## config.mk

```make
export PLATFORM = sky130hd
export DESIGN_NAME = bss_ctrl
export DESIGN_NICKNAME = d
export VERILOG_FILES = /design/src/hdl/assert_macros.svh /design/src/hdl/bss_pkg.sv /design/src/hdl/bss_ctrl.sv
export SDC_FILE = /design/constraint.sdc
export NUM_CORES = 1
export LEC_CHECK = 0
export ABC_AREA = 1
export BUFFER_PORTS_ARGS = -buffer_cell sky130_fd_sc_hd__buf_2
export CAP_MARGIN = 40
export CORE_AREA = 2 2 39 41
export DETAILED_ROUTE_END_ITERATION = 10
export DIE_AREA = 0 0 41 43
export PLACE_DENSITY = 0.6
export REMOVE_ABC_BUFFERS = 1
export SLEW_MARGIN = 20
export SYNTH_ARGS = -nofsm -noshare
export SYNTH_HDL_FRONTEND = slang
export SYNTH_SLANG_ARGS = --single-unit
```

## constraint.sdc

```tcl
create_clock -name clock -period 1.1 [get_ports clock]
set_input_delay 0.055 -clock clock [delete_from_list [all_inputs] [get_ports clock]]
set_output_delay 0.055 -clock clock [all_outputs]
set_load 0.01 [all_outputs]
```

## src/hdl/assert_macros.svh

```systemverilog
// Assertion macros used by the solver top level.
`ifndef ASSERT_MACROS_SVH
`define ASSERT_MACROS_SVH

// Concurrent assertion checked at each rising edge, disabled while reset is high.
`define BSS_ASSERT_RST(lbl, clk, rst, prop, msg) \
   lbl: assert property (@(posedge clk) disable iff (rst) (prop)) else $error(msg);

// Concurrent assertion checked at each rising edge, also during reset.
`define BSS_ASSERT_ALWAYS(lbl, clk, prop, msg) \
   lbl: assert property (@(posedge clk) (prop)) else $error(msg);

`endif

```

## src/hdl/bss_pkg.sv

```systemverilog
// Shared types and constants of the backtracking SAT solver.
`timescale 1ns / 1ps
`default_nettype none

package bss_pkg;

   // Fixed field widths of the channels and registers.
   localparam int VC_W   = 7;
   localparam int CC_W   = 9;
   localparam int IDX_W  = 8;
   localparam int MASK_W = 64;
   localparam int CSR_ADDR_W = 1;
   localparam int CSR_DATA_W = CC_W;

   // Operation codes carried in req_tuser.
   localparam logic OP_WRITE = 1'b0;
   localparam logic OP_SOLVE = 1'b1;

   // Configuration register indexes.
   localparam logic [CSR_ADDR_W-1:0] REG_VARIABLE_COUNT = 1'b0;
   localparam logic [CSR_ADDR_W-1:0] REG_CLAUSE_COUNT   = 1'b1;

   // Commands from the controller to the datapath.
   typedef struct packed {
      logic row_write;   // store the clause row of the current request
      logic init;        // set up a new search
      logic scan_start;  // check all used clauses under the current assignment
      logic descend;     // move to the next level, value true
      logic flip;        // switch the current level to false
      logic pop;         // clear the current level and step back one level
      logic out_load;    // load the result register
      logic out_sat;     // result flag that goes with out_load
   } bss_cmd_type;

   // Status from the datapath to the controller.
   typedef struct packed {
      logic scan_done;   // clause scan finished this cycle
      logic scan_ok;     // every used clause can still be satisfied
      logic last_level;  // current level is the last variable
      logic no_vars;     // instance has no variables
      logic tried_bit;   // false branch of the current level already taken
      logic level_zero;  // current level is the first variable
      logic out_free;    // result register can take a new result
   } bss_sts_type;

endpackage

`default_nettype wire

```

## src/hdl/bss_ctrl.sv

```systemverilog
// Controller of the solver: request decode and the depth-first search sequence.
`timescale 1ns / 1ps
`default_nettype none

module bss_ctrl import bss_pkg::*; (
   input  wire logic        clock,
   input  wire logic        reset,
   input  wire logic        req_tvalid,
   input  wire logic        req_operation,
   output logic             req_tready,
   output bss_cmd_type      cmd,
   input  wire bss_sts_type sts
);

   localparam logic [2:0] ST_IDLE   = 3'd0;
   localparam logic [2:0] ST_START  = 3'd1;
   localparam logic [2:0] ST_WAIT   = 3'd2;
   localparam logic [2:0] ST_BACK   = 3'd3;
   localparam logic [2:0] ST_FINISH = 3'd4;

   logic [2:0] state_ff, state_in;
   logic       sat_ff, sat_in;
   logic       accept;

   assign req_tready = (state_ff == ST_IDLE);
   assign accept     = req_tvalid && req_tready;

   // Search sequence: check, then descend, flip or backtrack.
   always_comb begin
      state_in = state_ff;
      sat_in   = sat_ff;
      cmd      = '0;
      unique case (state_ff)
         ST_IDLE: begin
            if (accept) begin
               if (req_operation == OP_WRITE) begin
                  cmd.row_write = 1'b1;
               end else begin
                  cmd.init = 1'b1;
                  state_in = ST_START;
               end
            end
         end
         ST_START: begin
            cmd.scan_start = 1'b1;
            state_in       = ST_WAIT;
         end
         ST_WAIT: begin
            if (sts.scan_done) begin
               priority if (sts.no_vars) begin
                  sat_in   = sts.scan_ok;
                  state_in = ST_FINISH;
               end else if (!sts.scan_ok) begin
                  state_in = ST_BACK;
               end else if (sts.last_level) begin
                  sat_in   = 1'b1;
                  state_in = ST_FINISH;
               end else begin
                  cmd.descend = 1'b1;
                  state_in    = ST_START;
               end
            end
         end
         ST_BACK: begin
            priority if (!sts.tried_bit) begin
               cmd.flip = 1'b1;
               state_in = ST_START;
            end else if (sts.level_zero) begin
               sat_in   = 1'b0;
               state_in = ST_FINISH;
            end else begin
               cmd.pop = 1'b1;
            end
         end
         ST_FINISH: begin
            if (sts.out_free) begin
               cmd.out_load = 1'b1;
               cmd.out_sat  = sat_ff;
               state_in     = ST_IDLE;
            end
         end
         default: begin
            state_in = ST_IDLE;
         end
      endcase
   end

   always_ff @(posedge clock) begin
      if (reset) begin
         state_ff <= ST_IDLE;
      end else begin
         state_ff <= state_in;
      end
   end

   always_ff @(posedge clock) begin
      sat_ff <= sat_in;
   end

endmodule

`default_nettype wire

```

=== Yosys cells after proc, flatten, opt, wreduce, memory -nomap -nowiden ===
Cells that the tools add are included.

* Flip-flop bits (word level): 4
* Input bits: 11
* Word-level logic and storage cells: 53

* Equality and inequality tests: 13
* Multiplexer cells: 33
* Reduce and logical (&&, ||, !) cells: 5

{| class="wikitable"
|+ Operator list
! kind !! count
|-
| $mux W3 || 9
|-
| $mux W1 || 17
|-
| $pmux W3 S5 || 1
|-
| $mux W2 || 5
|-
| $ne A2 B2 Y1 const B || 5
|-
| $ne A3 B3 Y1 const B || 3
|-
| $eq A3 B2 Y1 const B || 2
|-
| $reduce_and A6 Y1 || 1
|-
| $reduce_and A5 Y1 || 1
|-
| $eq A3 B1 Y1 const B || 1
|-
| $eq A3 B3 Y1 const B || 1
|-
| $logic_not A3 Y1 || 1
|-
| $ne A2 B1 Y1 const B || 1
|-
| $pmux W1 S2 || 1
|-
| $reduce_bool A2 Y1 || 1
|-
| $logic_and A1 B1 Y1 || 1
|}

=== Depth between registers and ports, before layout ===
Gate-level depths: netlist of run 1.

* Depth after elaboration: 5
* Gate-level depth with buffers: 7
* Gate-level depth less buffers: 7

=== Worst setup path before layout of run 1 ===
Ideal clock, no wire load.

* Path kind: flip-flop to flip-flop
* Start: register state_ff[1]
* End: register sat_ff, enable pin
* Setup time: 0.290 ns
* Arrival: 0.870 ns
* Data required time: 0.810 ns
* Slack: -0.059 ns
* Stages on the path, launching flop included: 7
* Buffers on the path: 0
* Clock period less this slack: 1.159 ns
* Path through: dfxtp_1 nand2_1 nor2_2 nand2_2 o21ai_0 nand2_1 inv_1

* Longest elaborated chain between the ends: 3
* Elaborated cells between the ends (all ways): 9
* Classes of those cells: 7 x eq/ne; 2 x reduce/logical

{| class="wikitable"
|+ Ends and longest elaborated chain
! what !! line !! RTL
|-
| start, declared || bss_ctrl.sv:21 || <nowiki>logic [2:0] state_ff, state_in;</nowiki>
|-
| start signal, assigned || bss_ctrl.sv:92 || <nowiki>state_ff <= state_in;</nowiki>
|-
| $eq A3 B2 Y1 || bss_ctrl.sv:33 || <nowiki>unique case (state_ff)</nowiki>
|-
| $ne A3 B3 Y1 (no line) (tied with other cells) || - ||
|-
| $reduce_and A6 Y1 (no line) (*) || - ||
|-
| end signal, assigned || bss_ctrl.sv:97 || <nowiki>sat_ff <= sat_in;</nowiki>
|-
| end, declared || bss_ctrl.sv:22 || <nowiki>logic sat_ff, sat_in;</nowiki>
|}

Every way passes the cells marked *; elsewhere a longest branch is shown, timed or not.
A chain may end at the register's enable or synchronous reset.

==> impl_results.md, run 1 <==
* Mapped Area at about 320 sq um
* Largest net degree at the start of global routing at 5
* First-pass GRT wire length at 1635 um
* Power Dens Cells at 2297 nW/um^2
* Synth Instances at 55
* RR Startpoint: state_ff[2]$_SDFFE_PP0P_
* Leak Pwr at 0.3626 nW
* Synthesized flop and latch total at 4
* Reg2reg path depth at 7
* Layout cell share with drive strength beyond 1 at 0.6022
* Final Core Density at 0.4801
* Comb power frac at 0.660
* GR Util met3 at 0.04712
* Row Count at 14
* Worst slew pin tran at 197.4 ps
* Required time of the critical path at 1040 ps
* Setup violators final at 12
* Filler instances at 145
* Die X at 41 um
* Post-synthesis sequential area ratio at 0.2824
* GPL Wtd Cong at 0.8179
* Critical path endpoint category: output port
* Final instance area at 664.4 sq um
* Seq pwr share at 0.206
* CTS H-Tree Depth at 1
* Total gr overflow at 0
* Max Fclk at ~0.79 GHz
* RSZ-0062 raised after global routing: yes
* Place WS at -72.04 ps
* Antenna violations before repair at 0
* Clock Tree Buf Depth at 2
* Final HPWL DP at ~730 um
* CP startpoint: state_ff[2]$_SDFFE_PP0P_
* Hold Startpoint: sts[3]
* Failing checks: setup timing
* PortBufs at 19
* DIE HEIGHT at 43 um
* Multi-input logic area at 250.2 sq um
* Reg area at about 99 sq um
* Gr busiest metal: met2
* Worst-path fanout max at 3
* Synth Area per Inst at 5.801 sq um
* Final nets at between 100 and 150
* DRC errors left at 0
* Clock latency at the later pin of the worst-skew pair at 240 ps
* N_diodes at 0
* Drt wl/cell at between 9 and 10 um
* CTS clk-pin slew, worst paths at 40 ps
* Internal power at 0.8691 mW
* Ys Warns at 0
* Commonest non-fill, non-tap cells in the layout: 18 x buf_2, 10 x buf_4, 9 x nand2_1
* Initial DRT Pass Iterations at 4
* Clock Tree Root: clkbuf_4
* CTS buffer count at 3
* Gr usage total at 0.1338
* Crit path DAT at 1210 ps
* Vias in the first global route at about 460
* Final period util at 1.148
* Startpoint Class: flip-flop
* Placed cell areas at 509.2 sq um
* Final Hold Viols at 0
* Die area at 1763 sq um
* WS Path Type: flip-flop to output port
* Max-cap viol count at 0
* Yosys cell types at 15
* Clock share of power at 0.134
* CTS tree: built
* M2 GR Usage at 0.2000
* I/O pins at 20
* Iteration-0 DRC Markers at 6
* Core Region at 1384 sq um
* GRT met1 Usage at 0.1586
* Slew Viols, Final at 0
* Synthesis-to-layout area growth at 108.2%
* Final WL at 1039 um
* CTS Sinks at 4
* Layout Cells excl Fill at 109
* Sw Share at 0.4305
* Fin worst setup slack at -163.3 ps
* HP Class: primary input to flip-flop
* Vias at 481
* Vias per cell at about 4.4
* Sw Pwr at 0.6570 mW
* Status: complete, but fails checks
* Crit path time final at 1263 ps
* Placed Instances at 100
* Peak supply drop at about 0.85 mV
* Skew final at roughly 4.1 ps
* Hold Path Depth at 2
* Post-route ant nets at 0
* Most common cell after layout, fill and taps aside: buf_2
* Effective utilization at floorplan at 0.2306
* Worst rel slew slack at 0.8672
-- registers in the layout, indices dropped and copies added (netlist names) --
register / count
sat_ff: 1
state_ff: 3
-- logic make-up (layout without fill, tap and decap cells) --
| kind of cell | count (synthesis) | after routing | synth area share |
|---|---|---|---|
| AND/OR/NAND/NOR | 34 | 34 | 0.4785 |
| buffers and inverters | 10 | 48 | 0.1177 |
| AO/OA/AOI/OAI | 7 | 7 | 0.1215 |
| flip-flops | 4 | 4 | 0.2824 |
-- cell type report --
cell class / count / share of cell area
inverters: 10 / 0.05650
clock buffers: 4 / 0.03955
multi-input cells: 41 / 0.3766
repair buffers: 34 / 0.3484
flip-flops and latches: 4 / 0.1488
well taps: 16 / 0.03013
-- worst max-delay path, stage by stage, from the launching register on --
cell and delay (ps):
dfxtp_2 320, buf_6 120, nor2_4 120, nand2_2 70
buf_6 120, nor2_4 110, buf_6 110
-- stage by stage --
step / power (mW) / setup TNS (ps) / hold WS [ps]
2_1_floorplan: 0.6349 / -59.31 / 117.4
3_3_place_gp: 0.9515 / -137.7 / 248.6
3_5_place_dp: 0.9534 / -191.3 / 247.0
4_1_cts: 1.295 / -775.2 / 158.5
5_1_grt: 1.671 / -2031 / 168.4
6_report: 1.526 / -1048 / 173.1
-- Yosys cell counts --
master	instances	area, sq um
a21oi_1	5	25.02
nor2_4	1	11.26
edfxtp_1	1	30.03
inv_1	10	37.54
nor2_2	1	6.260
nand3b_1	1	7.510
nand2_2	1	6.260
nor4_1	1	6.260
nand2_1	13	48.80
o21ai_0	1	5.000
dfxtp_1	3	60.06
a21oi_2	1	8.760
nor3_1	1	5.000
nand3_1	4	20.02
nor2_1	11	41.29
-- final timing paths --
check	end	slack, ps
worst max register to register	sat_ff$_SDFFCE_PN0P_	-160
worst min register to register	state_ff[2]$_SDFFE_PP0P_	740
worst min-delay path	sat_ff$_SDFFCE_PN0P_	170
worst max-delay path	cmd[2]	-160
-- layer usage --
layer	wire length [um]	vias to the layer above
li1	-	246
met1	446	217
met2	519	16
met3	57	2
met4	16	0
met5	0	-
-- repair_timing --
item                                    CTS  global route
setup buffers                             0             4
hold endpoints to repair                  1             0
gates resized for setup                  15            14
pin swaps                                 2             7
hold buffers                              1             0
endpoints found under the setup margin   13            13
-- power by group through the flow --
stage          sequential (mW)  combinational, mW  clock [mW]
2_1_floorplan            0.247              0.388           0
3_3_place_gp             0.253              0.698           0
3_5_place_dp             0.254              0.700           0
4_1_cts                  0.285              0.795       0.215
5_1_grt                  0.324               1.12       0.229
6_report                 0.314               1.01       0.205
No activity file was read; power rests on OpenSTA's default activity.
==> run 2: changes to the inputs <==
--- a/config.mk
+++ b/config.mk
@@ -13,6 +13,7 @@
 export DIE_AREA = 0 0 41 43
 export PLACE_DENSITY = 0.6
 export REMOVE_ABC_BUFFERS = 1
+export SKIP_LAST_GASP = 1
 export SLEW_MARGIN = 20
 export SYNTH_ARGS = -nofsm -noshare
 export SYNTH_HDL_FRONTEND = slang
==> run 2 against run 1 <==
The flow still finishes with violations (setup timing). First-iteration DRC count shrank 17%. Design area shrank 0.56%. Critical path depth grew 1. Clock skew is essentially flat. Global-route usage shrank 0.40 points. Combinational power is essentially flat. Cell count is the same. Utilization shrank 0.27 points. Critical endpoint is now sat_ff$_SDFFCE_PN0P_. Largest cell class unchanged. Largest power group unchanged.
==> impl_results.md, run 2 (same netlist as run 1, synthesis figures left out) <==
* Placed cell areas at approximately 510 sq um
* CTS clk-pin slew, worst paths at ~40 ps
* Peak supply drop at approximately 0.85 mV
* Iteration-0 DRC Markers at 5
* Clock Tree Root: clkbuf_4
* WS Path Type: flip-flop to flip-flop
* Drt wl/cell at 9.303 um
* Sw Pwr at 0.6504 mW
* Top reg by flops: state_ff
* Final HPWL DP at about 730 um
* WHS Endpoint: sat_ff$_SDFFCE_PN0P_
* Worst slew pin tran at 197.5 ps
* Commonest non-fill, non-tap cells in the layout: 18 x buf_2, 11 x buf_4, 9 x nand2_1
* RR Startpoint: state_ff[2]$_SDFFE_PP0P_
* DIE HEIGHT at 43 um
* CTS Sinks at 4
* Largest net degree at the start of global routing at 5
* Vias at 470
* Filler instances at around 150
* Core Region at 1384 sq um
* PortBufs at 19
* Setup violators final at 12
* CTS tree: built
* Required time of the critical path at ~1100 ps
* Max-cap viol count at 0
* Placed Instances at 100
* CTS H-Tree Depth at 1
* Reg area at 98.84 sq um
* Internal power at 0.8590 mW
* RSZ-0062 raised after global routing: yes
* Critical path endpoint category: flip-flop
* Initial DRT Pass Iterations at 4
* Seq pwr share at 0.208
* Synthesis-to-layout area growth at 107.1%
* Clock Tree Buf Depth at 2
* Final nets at about 110
* Crit path time final at 1272 ps
* Leak Pwr at 0.3610 nW
* Slew Viols, Final at 0
* HP Class: primary input to flip-flop
* Skew final at 4.193 ps
* Startpoint Class: flip-flop
* Die area at 1763 sq um
* First-pass GRT wire length at 1587 um
* I/O pins at 20
* Post-route ant nets at 0
* N_diodes at 0
* Reg2reg end: sat_ff$_SDFFCE_PN0P_
* Effective utilization at floorplan at 0.2306
* Final instance area at 660.6 sq um
* DRC errors left at 0
* Multi-input logic area at 250.2 sq um
* Design Power at ~1.5 mW
* Layout cell share with drive strength beyond 1 at 0.6022
* Die X at about 41 um
* Status: complete, but fails checks
* Vias in the first global route at 437
* Fin worst setup slack at -171.8 ps
* Clock latency at the later pin of the worst-skew pair at approximately 240 ps
* Comb power frac at 0.657
* Power Dens Cells at 2285 nW/um^2
* Top Registers: state_ff (3), sat_ff (1)
* Failing checks: setup timing
* Vias per cell at between 4 and 5
* Antenna violations before repair at 0
* Max reg flops at 3
* Final WL at 1014 um
* Final Hold Viols at 0
* Final period util at 1.156
* Hold Startpoint: sts[3]
* Row Count at 14
* Worst rel slew slack at 0.8672
* Hold Path Depth at 2
* R2R setup slack at -170 ps
* Reg2reg path depth at 7
* Gr usage total at 0.1298
* Total gr overflow at 0
* CTS buffer count at 3
* Worst-path fanout max at 3
* Clock share of power at 0.136
* Sw Share at 0.4309
* GPL Wtd Cong at about 0.8
* Most common cell after layout, fill and taps aside: buf_2
* Crit path DAT at 1230 ps
* Layout Cells excl Fill at 109
* Max Fclk at around 0.8 GHz
-- run 2: cell counts in the layout (fill, tap and decap cells not counted) --
No cell type changed its count.
-- run 2: area by class of cell --
class / count / area share
clock buffers: 4 / 0.03977
multi-input cells: 41 / 0.3788
repair buffers: 34 / 0.3447
flip-flops and latches: 4 / 0.1496
inverters: 10 / 0.05682
well taps: 16 / 0.03030
-- run 2: how the worst max path moves through the flow --
stage | end | slack, ps | cells after the start | startpoint
2_1_floorplan | sat_ff$_SDFFCE_PN0P_ | -60 | 6 | state_ff[1]$_SDFFE_PP0P_
3_3_place_gp | sat_ff$_SDFFCE_PN0P_ | -70 | 6 | state_ff[0]$_SDFFE_PP0P_
3_5_place_dp | sat_ff$_SDFFCE_PN0P_ | -70 | 6 | state_ff[0]$_SDFFE_PP0P_
4_1_cts | cmd[2] | -150 | 6 | state_ff[0]$_SDFFE_PP0P_
5_1_grt | cmd[2] | -240 | 6 | state_ff[2]$_SDFFE_PP0P_
6_report | sat_ff$_SDFFCE_PN0P_ | -170 | 7 | state_ff[2]$_SDFFE_PP0P_
-- run 2: timing repair --
item                       CTS  global route
hold endpoints to repair     1             0
pin swaps                    2             8
setup endpoints to repair   13            13
hold buffers                 1             0
buffers inserted             0             4
gates resized for setup     14            14
-- run 2: layer usage --
metal  GRT usage  wire length (um)  vias to the layer above
met5           0                 0                        -
met4     0.04000                 0                        0
met3     0.04712                47                        0
met2      0.2031               510                       12
met1      0.1586               457                      212
li1            -                 -                      246
-- run 2: power groups by stage --
stage / clock network [mW] / registers (mW) / logic (mW)
floorplan: 0 / 0.247 / 0.388
global placement: 0 / 0.253 / 0.698
detailed placement: 0 / 0.254 / 0.700
CTS: 0.215 / 0.285 / 0.783
global route: 0.229 / 0.324 / 1.10
finish: 0.205 / 0.314 / 0.991
-- run 2: worst max-delay path: stages, from the launching register on --
cell,delay (ps)
dfxtp_2,320
buf_6,120
nor2_4,120
nand2_2,70
buf_4,130
o21ai_1,70
nand2_1,90
inv_1,70
-- run 2: per-stage QoR --
stage	setup WS (ps)	setup TNS (ps)	hold WS, ps	utilization
3_5_place_dp	-72.04	-191.3	247.0	0.3680
2_1_floorplan	-59.31	-59.31	117.4	-
6_report	-171.8	-1092	168.1	0.4774
4_1_cts	-151.0	-779.9	158.5	0.4268
3_3_place_gp	-69.80	-137.7	248.6	0.3680
5_1_grt	-238.5	-2027	166.7	0.4774
==> run 3: changes to the inputs <==
--- a/config.mk
+++ b/config.mk
@@ -6,12 +6,12 @@
 export NUM_CORES = 1
 export LEC_CHECK = 0
 export ABC_AREA = 1
-export BUFFER_PORTS_ARGS = -buffer_cell sky130_fd_sc_hd__buf_2
 export CAP_MARGIN = 40
 export CORE_AREA = 2 2 39 41
 export DETAILED_ROUTE_END_ITERATION = 10
 export DIE_AREA = 0 0 41 43
-export PLACE_DENSITY = 0.6
+export DONT_BUFFER_PORTS = 1
+export PLACE_DENSITY = 0.45
 export REMOVE_ABC_BUFFERS = 1
 export SKIP_LAST_GASP = 1
 export SLEW_MARGIN = 20
==> constraint.sdc (replaced) <==
create_clock -name clock -period 1.4 [get_ports clock]
set_input_delay 0.07 -clock clock [delete_from_list [all_inputs] [get_ports clock]]
set_output_delay 0.07 -clock clock [all_outputs]
set_load 0.01 [all_outputs]
==> run 3 against run 2 <==
The run now ends clean. Via count down 24%. Sequential power down 32%. Design area down 38%. Register-to-register slack better by 250 ps.
==> impl_results.md, run 3 (same netlist as run 1, synthesis figures left out) <==
* Initial DRT Pass Iterations at 4
* Comb power frac at 0.526
* Placed Instances at 74
* Clock share of power at 0.199
* Peak supply drop at around 0.66 mV
* Crit path time final at 1317 ps
* Final WL at 789 um
* Most numerous cell on the critical path: inv_1
* Commonest non-fill, non-tap cells in the layout: 13 x nand2_1, 10 x nor2_1, 10 x inv_1
* Final nets at 75
* Top reg by flops: state_ff
* Delay-heaviest family, CP: flip-flops
* Max stage delay on crit path at around 400 ps
* Required time of the critical path at 1360 ps
* Most common cell after layout, fill and taps aside: nand2_1
* Place WS at approximately 120 ps
* First-pass GRT wire length at 1228 um
* Critical path's slowest cell: dfxtp_1
* WP buf/inv at 2
* Power Dens Cells at 1889 nW/um^2
* Die X at 41 um
* Effective utilization at floorplan at 0.2306
* Worst-path cell chain: inv_1, nand3_1, nor2_1, a21oi_1, nand2_1, inv_1
* Row Count at 14
* DRC errors left at 0
* Die area at 1763 sq um
* Antenna violations before repair at 0
* Final HPWL DP at 655.5 um
* CTS buffer count at 3
* CTS tree: built
* Final period util at 0.9407
* Layout Cells excl Fill at 79
* Total gr overflow at 0
* Vias in the first global route at 319
* Critical path endpoint category: flip-flop
* Gr usage total at 0.1064
* HP Class: primary input to flip-flop
* Iteration-0 DRC Markers at 21
* Worst-path fanout max at 5
* Final instance area at 411.6 sq um
* Vias per cell at 4.519
* Fin worst setup slack at slightly above 80 ps
* Layout cell share with drive strength beyond 1 at 0.1905
* Clock Tree Root: clkbuf_4
* Seq pwr share at 0.275
* GPL Wtd Cong at between 0.8 and 0.9
* I/O pins at 20
* Worst slew pin tran at 235.5 ps
* Vias at 357
* Top Registers: state_ff (3), sat_ff (1)
* Worst rel slew slack at 0.8418
* Clock latency at the later pin of the worst-skew pair at 240 ps
* Max Fclk at 0.7593 GHz
* Sw Pwr at 0.3591 mW
* RSZ-0062 raised after global routing: yes
* Core Region at 1384 sq um
* Startpoint Class: flip-flop
* CTS H-Tree Depth at 1
* Post-route ant nets at 0
* Placed cell areas at approximately 360 sq um
* Final Hold Viols at 0
* Filler instances at 166
* WS Path Type: flip-flop to flip-flop
* PortBufs at 0
* Crit path DAT at 1270 ps
* Clock Tree Buf Depth at 2
* Slew Viols, Final at 0
* Max reg flops at 3
* Synthesis-to-layout area growth at 29.02%
* CTS Sinks at 4
* Drt wl/cell at 9.987 um
* Internal power at 0.4184 mW
* N_diodes at 0
* DIE HEIGHT at 43 um
* Status: complete, no violations
* Skew final at 6.275 ps
* Sw Share at 0.4619
* Setup violators final at 0
* Leak Pwr at 0.2022 nW
* Largest net degree at the start of global routing at 6
* CTS clk-pin slew, worst paths at 40 ps
* Max-cap viol count at 0
## run 3: final timing paths
| check | start | end | slack (ps) | cells after the start |
|---|---|---|---|---|
| hold reg to reg | state_ff[2]$_SDFFE_PP0P_ | state_ff[2]$_SDFFE_PP0P_ | 620 | 2 |
| setup reg to reg | state_ff[2]$_SDFFE_PP0P_ | sat_ff$_SDFFCE_PN0P_ | 80 | 6 |
| setup / recovery | state_ff[2]$_SDFFE_PP0P_ | sat_ff$_SDFFCE_PN0P_ | 80 | 6 |
| hold / removal | sts[3] | sat_ff$_SDFFCE_PN0P_ | 40 | 1 |
## run 3: stage by stage
| step | hold slack (ps) | util | setup TNS (ps) | power, mW |
|---|---|---|---|---|
| 6_report | 40.75 | 0.2975 | 0 | 0.7775 |
| 5_1_grt | 45.67 | 0.2975 | -10.69 | 0.8598 |
| 4_1_cts | 29.42 | 0.2893 | 0 | 0.7640 |
| 3_5_place_dp | 136.1 | 0.2613 | 0 | 0.5898 |
| 3_3_place_gp | 137.5 | 0.2613 | 0 | 0.5961 |
| 2_1_floorplan | 132.4 | - | 0 | 0.4988 |
## run 3: metal layers
metal,global-route usage,part of all wire,wire [um],vias up
li1,-,-,-,188
met1,0.1383,0.44,346,146
met2,0.1281,0.43,337,23
met3,0.03665,0.13,105,0
met4,0.1000,0,0,0
met5,0,0,0,-
## run 3: power by group through the flow
stage	registers, mW	logic [mW]	clock network [mW]
after detailed placement	0.201	0.389	0
after global placement	0.203	0.393	0
after global routing	0.220	0.475	0.165
after floorplan	0.194	0.305	0
final	0.214	0.409	0.155
after CTS	0.203	0.398	0.163
## run 3: cell type report
type                    count  area [sq um]  area share
multi-input cells          41         205.2      0.4985
flip-flops and latches      4         90.09      0.2188
inverters                  10         37.54     0.09119
repair buffers              4         32.53     0.07903
clock buffers               4         26.28     0.06383
well taps                  16         20.02     0.04863
## run 3: what timing repair did
| item | in CTS | in global routing |
|---|---|---|
| endpoints found under the hold margin | 3 | 0 |
| gates resized for setup | 1 | 2 |
| setup endpoints to repair | 1 | 2 |
| setup buffers | 0 | 0 |
| hold buffers | 1 | 0 |
